`config.mk`:
```
export PLATFORM = sky130hd
export DESIGN_NAME = capacity_limited_service_selector
export DESIGN_NICKNAME = d
export VERILOG_FILES = /design/src/rtl/core/clss_pkg.sv /design/src/rtl/core/clss_ctrl.sv /design/src/rtl/core/clss_dpath.sv /design/src/rtl/core/capacity_limited_service_selector.sv
export SDC_FILE = /design/constraint.sdc
export NUM_CORES = 1
export LEC_CHECK = 0
export BUFFER_PORTS_ARGS = -buffer_cell sky130_fd_sc_hd__buf_4
export CAP_MARGIN = 5
export CORE_MARGIN = 4
export CORE_UTILIZATION = 25
export DETAILED_ROUTE_END_ITERATION = 8
export GPL_TIMING_DRIVEN = 0
export PLACE_DENSITY = 0.46
export SLEW_MARGIN = 20
export SYNTH_ARGS = -nofsm -noshare
export SYNTH_HDL_FRONTEND = slang
export SYNTH_SLANG_ARGS = --single-unit
```
`constraint.sdc`:
```
create_clock -name clk -period 9.6 [get_ports clk]
set_clock_uncertainty 0.15 [all_clocks]
set_input_delay 0.48 -clock clk [delete_from_list [all_inputs] [get_ports clk]]
set_output_delay 0.48 -clock clk [all_outputs]
set_load 0.05 [all_outputs]
```
`src/rtl/core/clss_pkg.sv`:
```
// ----------------------------------------------------------------------------
// clss_pkg: shared types and codes of the service selector
// Item kinds, result codes, mode codes, the table entry layout and the
// command and status bundles between the controller and the datapath.
// ----------------------------------------------------------------------------
package clss_pkg;

  localparam int KIND_W   = 3;
  localparam int STATUS_W = 3;
  localparam int MODE_W   = 2;
  localparam int ID_W     = 32;
  localparam int HANDLE_W = 32;
  localparam int LIMIT_W  = 16;

  // Item kinds.
  localparam logic [KIND_W-1:0] KIND_SELECT = 3'd0;
  localparam logic [KIND_W-1:0] KIND_ATTACH = 3'd1;
  localparam logic [KIND_W-1:0] KIND_DETACH = 3'd2;
  localparam logic [KIND_W-1:0] KIND_ADD    = 3'd3;
  localparam logic [KIND_W-1:0] KIND_REMOVE = 3'd4;

  // Result codes.
  localparam logic [STATUS_W-1:0] ST_OK         = 3'd0;
  localparam logic [STATUS_W-1:0] ST_REFUSED    = 3'd1;
  localparam logic [STATUS_W-1:0] ST_NO_SERVICE = 3'd2;
  localparam logic [STATUS_W-1:0] ST_NOT_FOUND  = 3'd3;
  localparam logic [STATUS_W-1:0] ST_FULL       = 3'd4;

  // Gate modes.
  localparam logic [MODE_W-1:0] MODE_ECHO    = 2'd0;
  localparam logic [MODE_W-1:0] MODE_SINGLE  = 2'd1;
  localparam logic [MODE_W-1:0] MODE_STOCK   = 2'd2;
  localparam logic [MODE_W-1:0] MODE_BALANCE = 2'd3;
  localparam logic [MODE_W-1:0] MODE_RESET   = MODE_SINGLE;

  // Register word index of gate_mode.
  localparam logic REG_GATE_MODE = 1'b0;

  localparam logic [HANDLE_W-1:0] INVALID_HANDLE = 32'hFFFF_FFFF;
  localparam logic [LIMIT_W-1:0]  LOAD_MAX       = 16'hFFFF;

  // One table entry.
  typedef struct packed {
    logic [ID_W-1:0]     id;
    logic [HANDLE_W-1:0] handle;
    logic [LIMIT_W-1:0]  limit;
    logic [LIMIT_W-1:0]  load;
  } entry_t;

  // Commands from the controller to the datapath.
  typedef struct packed {
    logic load_item;
    logic dec_finish;
    logic scan_start;
    logic scan_step;
    logic update;
    logic shift_rd;
    logic shift_wr;
    logic shift_end;
    logic load_out;
  } dp_cmd_t;

  // Status from the datapath to the controller.
  typedef struct packed {
    logic dec_done;
    logic scan_done;
    logic shift_go;
    logic shift_more;
    logic out_free;
  } dp_stat_t;

endpackage

```
`src/rtl/core/clss_ctrl.sv`:
```
// ----------------------------------------------------------------------------
// clss_ctrl: sequencing state machine of the service selector
// Steps each request through decode and, where the table is needed, table
// scan, update and optional compaction, then hands off to the result register.
// ----------------------------------------------------------------------------
module clss_ctrl (
  input  logic               clk,
  input  logic               rst,
  input  logic               in_valid,
  output logic               in_ready,
  input  clss_pkg::dp_stat_t stat,
  output clss_pkg::dp_cmd_t  cmd
);

  localparam logic [2:0] S_IDLE     = 3'd0;
  localparam logic [2:0] S_DECODE   = 3'd1;
  localparam logic [2:0] S_SCAN     = 3'd2;
  localparam logic [2:0] S_UPDATE   = 3'd3;
  localparam logic [2:0] S_SHIFT_RD = 3'd4;
  localparam logic [2:0] S_SHIFT_WR = 3'd5;
  localparam logic [2:0] S_DONE     = 3'd6;

  logic [2:0] state;
  logic [2:0] state_next;

  // State register.
  always_ff @(posedge clk) begin
    if (rst) begin
      state <= S_IDLE;
    end else begin
      state <= state_next;
    end
  end

  assign in_ready = (state == S_IDLE);

  // Next state and commands.
  always_comb begin
    cmd        = '0;
    state_next = state;
    unique case (state)
      S_IDLE: begin
        if (in_valid) begin
          cmd.load_item = 1'b1;
          state_next    = S_DECODE;
        end
      end
      S_DECODE: begin
        if (stat.dec_done) begin
          cmd.dec_finish = 1'b1;
          state_next     = S_DONE;
        end else begin
          cmd.scan_start = 1'b1;
          state_next     = S_SCAN;
        end
      end
      S_SCAN: begin
        cmd.scan_step = 1'b1;
        if (stat.scan_done) begin
          state_next = S_UPDATE;
        end
      end
      S_UPDATE: begin
        cmd.update = 1'b1;
        state_next = stat.shift_go ? S_SHIFT_RD : S_DONE;
      end
      S_SHIFT_RD: begin
        if (stat.shift_more) begin
          cmd.shift_rd = 1'b1;
          state_next   = S_SHIFT_WR;
        end else begin
          cmd.shift_end = 1'b1;
          state_next    = S_DONE;
        end
      end
      S_SHIFT_WR: begin
        cmd.shift_wr = 1'b1;
        state_next   = S_SHIFT_RD;
      end
      S_DONE: begin
        if (stat.out_free) begin
          cmd.load_out = 1'b1;
          state_next   = S_IDLE;
        end
      end
      default: begin
        state_next = S_IDLE;
      end
    endcase
  end

endmodule

```
`src/rtl/core/clss_dpath.sv`:
```
// ----------------------------------------------------------------------------
// clss_dpath: table memory, scan logic and result register
// Holds the service table in a single-port-read memory, scans it one entry
// per cycle, applies attach, detach, add and remove, and keeps the result.
// ----------------------------------------------------------------------------
module clss_dpath #(
  parameter int MAX_SERVICES = 8
) (
  input  logic                               clk,
  input  logic                               rst,
  input  logic [clss_pkg::MODE_W-1:0]        gate_mode,
  input  clss_pkg::dp_cmd_t                  cmd,
  output clss_pkg::dp_stat_t                 stat,
  input  logic [clss_pkg::KIND_W-1:0]        in_kind,
  input  logic [clss_pkg::ID_W-1:0]          in_sid,
  input  logic [clss_pkg::HANDLE_W-1:0]      in_hnd,
  input  logic [clss_pkg::LIMIT_W-1:0]       in_lim,
  output logic                               out_valid,
  input  logic                               out_ready,
  output logic [clss_pkg::STATUS_W-1:0]      out_status,
  output logic [clss_pkg::ID_W-1:0]          out_id
);

  localparam int CNT_W = $clog2(MAX_SERVICES + 1);
  localparam int IDX_W = (MAX_SERVICES > 1) ? $clog2(MAX_SERVICES) : 1;

  // Latched request.
  logic [clss_pkg::KIND_W-1:0]   kind;
  logic [clss_pkg::ID_W-1:0]     sid;
  logic [clss_pkg::HANDLE_W-1:0] hnd;
  logic [clss_pkg::LIMIT_W-1:0]  lim;

  // Table and scan state.
  clss_pkg::entry_t mem [MAX_SERVICES];
  clss_pkg::entry_t rd_q;
  clss_pkg::entry_t found_ent;
  clss_pkg::entry_t wr_data;
  logic [CNT_W-1:0] count;
  logic [CNT_W-1:0] raddr;
  logic [CNT_W-1:0] eidx;
  logic [CNT_W-1:0] found_idx;
  logic [CNT_W-1:0] sp;
  logic [CNT_W-1:0] sp_inc;
  logic [CNT_W-1:0] scan_lim;
  logic [CNT_W-1:0] wr_ptr;
  logic [IDX_W-1:0] rd_addr;
  logic             rd_vld;
  logic             found;
  logic             wr_en;

  // Result holding.
  logic [clss_pkg::STATUS_W-1:0] res_status;
  logic [clss_pkg::ID_W-1:0]     res_id;
  logic [clss_pkg::STATUS_W-1:0] dec_status;
  logic [clss_pkg::ID_W-1:0]     dec_id;
  logic [clss_pkg::STATUS_W-1:0] upd_status;
  logic [clss_pkg::ID_W-1:0]     upd_id;

  logic is_select;
  logic is_remove;
  logic is_add;
  logic balance;
  logic issue;
  logic room;
  logic hit;
  logic stop_hit;
  logic take;
  logic full;
  logic grow;
  logic dec_done;
  logic [clss_pkg::LIMIT_W-1:0] new_load;

  assign is_select = (kind == clss_pkg::KIND_SELECT);
  assign is_remove = (kind == clss_pkg::KIND_REMOVE);
  assign is_add    = (kind == clss_pkg::KIND_ADD);
  assign balance   = (gate_mode == clss_pkg::MODE_BALANCE);
  assign full      = (count == CNT_W'(MAX_SERVICES));
  assign sp_inc    = sp + CNT_W'(1);

  // Single-service mode only looks at the first entry.
  assign scan_lim = (is_select && gate_mode == clss_pkg::MODE_SINGLE) ? CNT_W'(1) : count;
  assign issue    = cmd.scan_step && (raddr < scan_lim);

  // Match test on the entry that the memory returned.
  assign room = (rd_q.limit == '0) || (rd_q.load < rd_q.limit);
  always_comb begin
    priority if (is_select) begin
      hit = room;
    end else if (is_remove) begin
      hit = (rd_q.handle == hnd);
    end else begin
      hit = (rd_q.id == sid);
    end
  end

  // Balance mode keeps the least loaded entry with room; other scans stop at
  // the first hit.
  assign stop_hit = rd_vld && hit && !(is_select && balance);
  assign take = rd_vld && ((is_select && balance)
                           ? (room && (!found || rd_q.load < found_ent.load))
                           : (hit && !found));

  assign stat.dec_done   = dec_done;
  assign stat.scan_done  = stop_hit || (raddr >= scan_lim);
  assign stat.shift_go   = is_remove && found;
  assign stat.shift_more = (sp_inc < count);
  assign stat.out_free   = !out_valid || out_ready;

  // Requests answered without touching the table.
  always_comb begin
    dec_done   = 1'b1;
    dec_status = clss_pkg::ST_OK;
    dec_id     = '0;
    priority if (is_select && gate_mode == clss_pkg::MODE_ECHO) begin
      dec_status = clss_pkg::ST_OK;
    end else if (is_select && count == '0) begin
      dec_status = clss_pkg::ST_NO_SERVICE;
    end else if (is_add && (sid == '0 || hnd == clss_pkg::INVALID_HANDLE)) begin
      dec_status = clss_pkg::ST_REFUSED;
    end else if (is_remove && hnd == clss_pkg::INVALID_HANDLE) begin
      dec_status = clss_pkg::ST_NOT_FOUND;
    end else if (kind > clss_pkg::KIND_REMOVE) begin
      dec_status = clss_pkg::ST_OK;
    end else begin
      dec_done = 1'b0;
    end
  end

  // Saturating count update for attach and detach.
  always_comb begin
    new_load = found_ent.load;
    if (kind == clss_pkg::KIND_ATTACH) begin
      if (found_ent.load != clss_pkg::LOAD_MAX) begin
        new_load = found_ent.load + 16'd1;
      end
    end else if (found_ent.load != '0) begin
      new_load = found_ent.load - 16'd1;
    end
  end

  // Outcome of a scanned request and the table write that it makes.
  always_comb begin
    upd_status = clss_pkg::ST_OK;
    upd_id     = '0;
    wr_en      = 1'b0;
    wr_ptr     = found_idx;
    wr_data    = found_ent;
    grow       = 1'b0;
    case (kind)
      clss_pkg::KIND_SELECT: begin
        upd_status = found ? clss_pkg::ST_OK : clss_pkg::ST_REFUSED;
        upd_id     = found ? found_ent.id : '0;
      end
      clss_pkg::KIND_ATTACH, clss_pkg::KIND_DETACH: begin
        upd_status    = found ? clss_pkg::ST_OK : clss_pkg::ST_NOT_FOUND;
        upd_id        = found ? sid : '0;
        wr_en         = cmd.update && found;
        wr_data.load  = new_load;
      end
      clss_pkg::KIND_ADD: begin
        if (found) begin
          upd_id = sid;
        end else if (full) begin
          upd_status = clss_pkg::ST_FULL;
        end else begin
          upd_id         = sid;
          grow           = cmd.update;
          wr_en          = cmd.update;
          wr_ptr         = count;
          wr_data.id     = sid;
          wr_data.handle = hnd;
          wr_data.limit  = lim;
          wr_data.load   = '0;
        end
      end
      clss_pkg::KIND_REMOVE: begin
        upd_status = found ? clss_pkg::ST_OK : clss_pkg::ST_NOT_FOUND;
        upd_id     = found ? found_ent.id : '0;
      end
      default: begin
        upd_status = clss_pkg::ST_OK;
      end
    endcase
    // Compaction copies the next entry one place up.
    if (cmd.shift_wr) begin
      wr_en   = 1'b1;
      wr_ptr  = sp;
      wr_data = rd_q;
    end
  end

  assign rd_addr = cmd.shift_rd ? sp_inc[IDX_W-1:0] : raddr[IDX_W-1:0];

  // Table memory with registered read.
  always_ff @(posedge clk) begin
    rd_q <= mem[rd_addr];
    if (wr_en) begin
      mem[wr_ptr[IDX_W-1:0]] <= wr_data;
    end
  end

  // Request, scan and result payload registers.
  always_ff @(posedge clk) begin
    if (cmd.load_item) begin
      kind <= in_kind;
      sid  <= in_sid;
      hnd  <= in_hnd;
      lim  <= in_lim;
    end
    if (cmd.scan_start) begin
      raddr <= '0;
    end else if (issue) begin
      raddr <= raddr + CNT_W'(1);
    end
    if (issue) begin
      eidx <= raddr;
    end
    if (take) begin
      found_idx <= eidx;
      found_ent <= rd_q;
    end
    if (cmd.update) begin
      sp <= found_idx;
    end else if (cmd.shift_wr) begin
      sp <= sp_inc;
    end
    if (cmd.dec_finish) begin
      res_status <= dec_status;
      res_id     <= dec_id;
    end else if (cmd.update) begin
      res_status <= upd_status;
      res_id     <= upd_id;
    end
    if (cmd.load_out) begin
      out_status <= res_status;
      out_id     <= res_id;
    end
  end

  // Control state: fill count, scan flags and result valid.
  always_ff @(posedge clk) begin
    if (rst) begin
      count     <= '0;
      rd_vld    <= 1'b0;
      found     <= 1'b0;
      out_valid <= 1'b0;
    end else begin
      if (grow) begin
        count <= count + CNT_W'(1);
      end else if (cmd.shift_end) begin
        count <= count - CNT_W'(1);
      end
      if (cmd.scan_start) begin
        rd_vld <= 1'b0;
        found  <= 1'b0;
      end else begin
        if (cmd.scan_step) begin
          rd_vld <= issue;
        end
        if (take) begin
          found <= 1'b1;
        end
      end
      if (cmd.load_out) begin
        out_valid <= 1'b1;
      end else if (out_ready) begin
        out_valid <= 1'b0;
      end
    end
  end

endmodule

```
`src/rtl/core/capacity_limited_service_selector.sv`:
```
// ----------------------------------------------------------------------------
// capacity_limited_service_selector: service selector with a least-connections mode
// Keeps an ordered table of backend services and answers select, attach,
// detach, add and remove requests, one result per request.
// ----------------------------------------------------------------------------
// One request is handled at a time. Requests answered without the table
// (echo select, select on an empty table, invalid add or remove, unknown
// kinds) go from decode straight to the result. All others scan the table
// through its single read port, one entry per cycle, looking at the whole
// table for a select in balance mode, only the first entry for a select in
// single mode, and entries up to the first hit otherwise. A remove then
// compacts the table, reading and writing back every entry behind the
// removed one, with a closing step. A finished result waits in the output
// register while the next request is accepted.
// gate_mode sits at byte address 0 of the register port.
module capacity_limited_service_selector #(
  parameter int MAX_SERVICES = 8
) (
  input  logic        clk,
  input  logic        rst,
  input  logic        s_tvalid,
  output logic        s_tready,
  input  logic [79:0] s_tdata,   // service_id[31:0], socket_handle[63:32], conn_limit[79:64]
  input  logic [2:0]  s_tuser,   // kind[2:0]
  output logic        m_tvalid,
  input  logic        m_tready,
  output logic [39:0] m_tdata,   // status[2:0], chosen_id[34:3], zero fill[39:35]
  input  logic        psel,
  input  logic        penable,
  input  logic        pwrite,
  input  logic [2:0]  paddr,
  input  logic [31:0] pwdata,
  output logic [31:0] prdata,
  output logic        pready
);

  logic [clss_pkg::MODE_W-1:0]   gate_mode;
  logic [clss_pkg::STATUS_W-1:0] out_status;
  logic [clss_pkg::ID_W-1:0]     out_id;
  clss_pkg::dp_cmd_t             cmd;
  clss_pkg::dp_stat_t            stat;
  logic                          reg_sel;

  // Register port: one mode register, no wait states.
  assign pready  = 1'b1;
  assign reg_sel = (paddr[2] == clss_pkg::REG_GATE_MODE);
  assign prdata  = reg_sel ? {30'd0, gate_mode} : 32'd0;

  always_ff @(posedge clk) begin
    if (rst) begin
      gate_mode <= clss_pkg::MODE_RESET;
    end else if (psel && penable && pwrite && pready && reg_sel) begin
      gate_mode <= pwdata[1:0];
    end
  end

  assign m_tdata = {5'd0, out_id, out_status};

  clss_ctrl u_ctrl (
    .clk      (clk),
    .rst      (rst),
    .in_valid (s_tvalid),
    .in_ready (s_tready),
    .stat     (stat),
    .cmd      (cmd)
  );

  clss_dpath #(
    .MAX_SERVICES (MAX_SERVICES)
  ) u_dpath (
    .clk        (clk),
    .rst        (rst),
    .gate_mode  (gate_mode),
    .cmd        (cmd),
    .stat       (stat),
    .in_kind    (s_tuser),
    .in_sid     (s_tdata[31:0]),
    .in_hnd     (s_tdata[63:32]),
    .in_lim     (s_tdata[79:64]),
    .out_valid  (m_tvalid),
    .out_ready  (m_tready),
    .out_status (out_status),
    .out_id     (out_id)
  );

endmodule

```
# --- Yosys cells after proc, flatten, opt, wreduce, memory -nomap -nowiden ---
# Memory sizes are Yosys's and may differ from the RTL's. A register that Yosys moved wholly into a read port is not among the register bits.
# Cells that the tools add are included.
# Widths: inputs -> output; s select.
word_totals:
  regBits: 277
  ramBits: 768
  in_bits: 125
  out_inout_bits: 75
  n_memories: 1
op_classes:
  n_addsub: 6
  magnitude_cmp: 6
  n_eq_ne: 20
  n_mux: 73
  bitwise_logic: 1
  n_reduce_logical: 41
memory_table:
  columns: ["name", "depth", "word_bits", "read_ports", "rd_ports_with_merged_regs", "wr", "line_no", "source"]
  rows:
  - ["u_dpath.mem", 8, 96, 1, 1, 1, "clss_dpath.sv:34", "clss_pkg::entry_t mem [MAX_SERVICES];"]
ops:
  columns: ["op", "count"]
  rows:
  - ["$mux 96", 3]
  - ["$mux 32", 4]
  - ["$pmux 32 s3", 1]
  - ["$mux 80", 1]
  - ["$eq 32x32->1", 2]
  - ["$mux 16", 3]
  - ["$mux 3", 16]
  - ["$eq 32x32->1 const B", 1]
  - ["$logic_not 32->1", 1]
  - ["$lt 16x16->1", 2]
  - ["$pmux 16 s2", 1]
  - ["$mux 1", 30]
  - ["$pmux 3 s7", 1]
  - ["$mux 4", 5]
  - ["$logic_and 1x1->1", 17]
  - ["$add 16x1->16 const B", 1]
  - ["$logic_not 16->1", 1]
  - ["$ne 16x16->1 const B", 1]
  - ["$reduce_bool 16->1", 1]
  - ["$sub 16x1->16 const B", 1]
  - ["$add 4x1->4 const B", 3]
  - ["$eq 3x2->1 const B", 4]
  - ["$eq 3x3->1 const B", 4]
  - ["$mux 2", 6]
  - ["other kinds (21)", 37]

# --- Depth between registers and ports, before layout ---
logic_depth:
  word_depth: 9
  depth_mapped: 13
  depth_no_buf: 12

# --- Cells and area by module ---
# A second synthesis with hierarchy kept.
hier_totals:
  hier_cells: 2471
  hier_area_um2: 44868.0
by_module_without_submodules:
  columns: ["module", "n_inst", "cells_per_inst", "area_each_um2", "seq_area_each_um2"]
  rows:
  - ["clss_dpath", 1, 2388, 44206.1, 32721.4]
  - ["capacity_limited_service_selector", 1, 49, 385.4, 40.0]
  - ["clss_ctrl", 1, 34, 276.5, 60.1]

# --- Worst setup path after synthesis ---
# OpenSTA, ideal clock, no wires.
synth_path:
  kind: "register to register"
  startpoint: "register u_dpath.count[0]"
  endpoint: "memory u_dpath.mem[1][0] (netlist name), enable pin"
  arrival_time_ns: 8.155
  required_ns: 8.782
  setup_slack_ns: 0.627
  stages_incl_launch_ff: 9
  path_buffers: 1
  path_cell_list: "dfxtp_1 > buf_2 > nor4b_1 > nor4_1 > nand2_1 > a21oi_1 > a21oi_1 > nand2b_1 > nor3_1"
synth_between:
  elab_chain_cells: 7
  elab_cells_between_ends: 11
synth_rtl:
  columns: ["item", "line_no", "source"]
  rows:
  - ["start: declaration", "clss_dpath.sv:38", "logic [CNT_W-1:0] count;"]
  - ["start signal: assignment", "clss_dpath.sv:249", "count <= count + CNT_W'(1);"]
  - ["start signal: assignment", "clss_dpath.sv:251", "count <= count - CNT_W'(1);"]
  - ["$eq 4x4->1", "clss_dpath.sv:77", "assign full = (count == CNT_W'(MAX_SERVICES));"]
  - ["$mux 1", "clss_dpath.sv:163", "end else if (full) begin"]
  - ["$mux 1", "clss_dpath.sv:161", "if (found) begin"]
  - ["$pmux 1 s2", "clss_dpath.sv:149", "case (kind)"]
  - ["$mux 1", "clss_dpath.sv:185", "if (cmd.shift_wr) begin"]
  - ["$mux 1", "clss_dpath.sv:197", "if (wr_en) begin"]
  - ["$mux 1 (not written as such)", "clss_dpath.sv:198", "mem[wr_ptr[IDX_W-1:0]] <= wr_data;"]
  - ["end: declaration", "clss_dpath.sv:34", null]
# Several ways; a longest one is shown, not always the timed one.

# --- Worst setup path in the final report ---
layout_path:
  startpoint: "register u_dpath.sp[0]"
  endpoint: "register, netlist name u_dpath.rd_q[65]"
layout_between:
  elab_chain_cells: 5
layout_rtl:
  columns: ["item", "line_no", "source"]
  rows:
  - ["start: declaration", "clss_dpath.sv:42", "logic [CNT_W-1:0] sp;"]
  - ["start signal: assignment", "clss_dpath.sv:223", "sp <= found_idx;"]
  - ["start signal: assignment", "clss_dpath.sv:225", "sp <= sp_inc;"]
  - ["$add 4x1->4 *", "clss_dpath.sv:78", "assign sp_inc = sp + CNT_W'(1);"]
  - ["$lt 4x4->1", "clss_dpath.sv:106", "assign stat.shift_more = (sp_inc < count);"]
  - ["$mux 1", "clss_ctrl.sv:68", "if (stat.shift_more) begin"]
  - ["$mux 1", "clss_ctrl.sv:41", "unique case (state)"]
  - ["$mux 3 *", "clss_dpath.sv:192", "assign rd_addr = cmd.shift_rd ? sp_inc[IDX_W-1:0] : raddr[IDX_W-1:0];"]
# Every way passes the cells marked *; elsewhere a longest branch is shown, timed or not.
# A chain may end at the register's enable or synchronous reset.

==> out/results.tsv <==
metric	value	unit
status	completed	
relative slew slack	26.5	%
register bit total from synthesis	1141	
post-synth top area cell	edfxtp_1	
syn avg cell area	17.6	um^2
largest net degree at the start of global routing	35	
final setup vio count	0	
Sink Count	1141	
DIE HEIGHT	430	um
CP required	10.05	ns
Yosys cell types	66	
DR pass1 iterations	5	
Synth area leaders	edfxtp_1 (67%), mux4_2 (9.7%), dfxtp_1 (6.5%)	
Most used DFF post-synth	edfxtp_1	
Synth top area share	67.1	%
initial DRC count	2076	
Clock transition at path regs	0.06	ns
mapped cell area	44600	um^2
# nets final	3150	
RSZ-0062 raised after global routing	no	
total gr overflow	0	
worst hold path type	in2reg	
Tmin final	4.97	ns
f_max	201	MHz
I/O Buffers	131	
Total GRT Usage	12.7	%
post-route clock period utilization	51.8	%
H-tree depth	3	
maximum VDD drop	0.155	mV
number of setup buffers added after CTS	0	
post-DR vias/cell	4.44	
vias in the first global route	25106	
Starting Density	25.2	%
DRT Wirelength	120000	um
HPWL Detailed	82400	um
later-pin clock latency in the skew report	0.73	ns
CTS tree	yes	
WS Path Type	reg2reg	
CORE AREA	177000	um^2
MaxCap Viol Count	0	
CP max stage cell	clkbuf_1	
number of flops mapped to enable cells by yosys	997	
area delta synth->final	23.2	%
Worst Slack Setup Final	4.63	ns
CTS Buf Count	113	
total negative slack	0	ns
Die W	430	um
synthesized instance count	2530	
RD Place Congestion	0.797	
post-synthesis sequential area ratio	73.6	%
Post-synth ARST share	0	%
Site Rows	154	
YS warnings	0	
worst-margin pin slew	1.09	ns
I/O pin count	200	
vias post-DR	24047	
Critical Path End Type	flop	
max-slew violations	0	
initial antenna violation count	2	
share of cells above drive strength 1	25.1	%
leak pwr	18.3	nW
dpl ws	4.57	ns
crit path DAT	5.42	ns
die footprint	185000	um^2
Max clock buf depth	3	
Critical Path Start Type	flop	
delay of the slowest critical-path stage	0.84	ns
Avg WL per Cell	22.2	um
PwrDens	249	nW/um^2
first-pass GRT wire length	175000	um
Worst Path Max Fanout	10	
CP Cell Sequence	ha_1, xor2_1, ha_1, a2111oi_2, nor3_1, nor2b_4, o21ai_1, clkbuf_1, clkbuf_1, mux2_2	
Root Driver	clkbuf_16	
ANT nets after route	0	
final hold violation count	0	
DRC	0	
==> critical path: cells and delay by family, from the launching register on <==
family,cells,cell delay [ns]
multiplexers,1,0.42
adder cells (fa/ha/maj),2,0.52
XOR/XNOR,1,0.33
AND/OR/NAND/NOR,2,0.56
flip-flops,1,0.50
buffers and inverters,2,1.54
AO/OA/AOI/OAI,2,0.83
==> logic make-up (layout without fill, tap and decap cells) <==
| family | count (synthesis) | in the layout | share of synthesized area, % |
|---|---|---|---|
| DFF | 1141 | 1141 | 73.6 |
| and+or+nand+nor | 500 | 500 | 5.00 |
| muxes | 297 | 297 | 12.3 |
| AOI/OAI and AO/OA | 266 | 266 | 4.11 |
| buffers and inverters | 199 | 715 | 2.09 |
| xor gates and xnor gates | 81 | 81 | 1.59 |
| adders and majority gates | 44 | 44 | 1.25 |
| other | 2 | 37 | 0.0168 |
==> power breakdown <==
group          switching (mW)  internal [mW]  leakage, nW  total [mW]
Sequential              0.466           6.11         10.2        6.58
Clock                    1.92           2.73         1.92        4.65
Combinational            1.49          0.967         6.18        2.46
Total                    3.88           9.81         18.3        13.7
==> state kept, by name, summed over array words and instances, names as in the netlist, 16 cells and up <==
register           count
u_dpath.found_ent     96
u_dpath.hnd           32
u_dpath.lim           16
u_dpath.mem          768
u_dpath.out_id        32
u_dpath.rd_q          96
u_dpath.res_id        32
u_dpath.sid           32
==> path summary, 6_finish.rpt <==
kind                            depth (start not counted)  slack [ns]                           start                          end
worst min-delay path                                    3        0.06                       pwdata[1]    gate_mode[1]$_SDFFE_PP0P_
worst max register to register                         10        4.63         u_dpath.sp[0]$_DFFE_PP_     u_dpath.rd_q[65]$_DFF_P_
worst min register to register                          0        0.27  u_dpath.res_id[2]$_SDFFE_PN0P_  u_dpath.out_id[2]$_DFFE_PP_
worst max-delay path                                   10        4.63         u_dpath.sp[0]$_DFFE_PP_     u_dpath.rd_q[65]$_DFF_P_
==> placed cells by master (no fill, tap or decap), drive strengths merged, types with 4 or more instances in the layout <==
| master | count |
|---|---|
| xor2 | 51 |
| bufinv | 14 |
| nor3 | 19 |
| mux2 | 97 |
| a31oi | 87 |
| nor4 | 29 |
| clkbuf | 249 |
| mux4 | 192 |
| a211oi | 7 |
| or2 | 5 |
| nor2 | 140 |
| nand2 | 210 |
| nand4 | 29 |
| nor2b | 9 |
| edfxtp | 997 |
| o32ai | 5 |
| nand3 | 26 |
| mux2i | 8 |
| or4 | 5 |
| dfxtp | 144 |
| clkinv | 35 |
| and2 | 7 |
| ha | 43 |
| o21ai | 31 |
| inv | 42 |
| conb | 36 |
| o21a | 4 |
| o2bb2ai | 32 |
| a21o | 4 |
| dlygate4sd3 | 87 |
| a21oi | 25 |
| a22oi | 38 |
| xnor2 | 30 |
| buf | 285 |
| nand2b | 9 |
==> cells in the mapped netlist (all sizes together), types with 3 or more instances <==
master and number:
o22ai 3, a22oi 38, mux4 192, o21ai 31, and2 7, nor4 29, a21oi 25, buf 70
o211ai 3, nor2b 9, o21a 4, nor2 140, mux2 97, o2bb2ai 32, o21bai 3, a211oi 7
clkbuf 90, nand2 210, or2 5, dfxtp 144, xor2 51, o32ai 5, or4 5, a31oi 87
a21o 4, mux2i 8, nand4 29, ha 43, nand3 26, inv 39, edfxtp 997, xnor2 30
nand2b 9, nor3 19
==> repair_timing <==
item | CTS | global route
gates resized for setup | 0 | 0
hold endpoints to repair | 88 | 0
hold buffers | 87 | 0
==> layer usage <==
| layer | track usage (%) | vias up | wire length (um) |
|---|---|---|---|
| li1 | - | 10845 | - |
| met1 | 16.3 | 12530 | 51600 |
| met2 | 22.3 | 520 | 60700 |
| met3 | 1.42 | 152 | 4160 |
| met4 | 4.57 | 0 | 3690 |
| met5 | 0 | - | 0 |
==> metrics by stage <==
stage | hold slack [ns] | util [%] | cells | total power [mW] | area, um^2
detailed placement | 0.259 | 28.4 | 5119 | 9.15 | 50200
global placement | 0.263 | 27.5 | 5035 | 9.14 | 48600
finish | 0.0637 | 31.1 | 5421 | 13.7 | 54900
floorplan | 0.250 | - | 2564 | 8.08 | 44700
global route | 0.0396 | 31.1 | 5421 | 14.3 | 54900
CTS | 0.0371 | 31.1 | 5420 | 13.9 | 54900
==> cell type report <==
cell class | count | area (um^2)
Clock buffer | 159 | 3230
Sequential cell | 1141 | 32800
Multi-Input combinational cell | 1224 | 11100
Inverter | 39 | 146
Timing Repair Buffer | 302 | 3280
Buffer | 160 | 791
Clock inverter | 55 | 678
Fill cell | 17256 | 122000
Tap cell | 2340 | 2930
Antenna cell | 1 | 2.50
(Power assumes the default switching activity.)
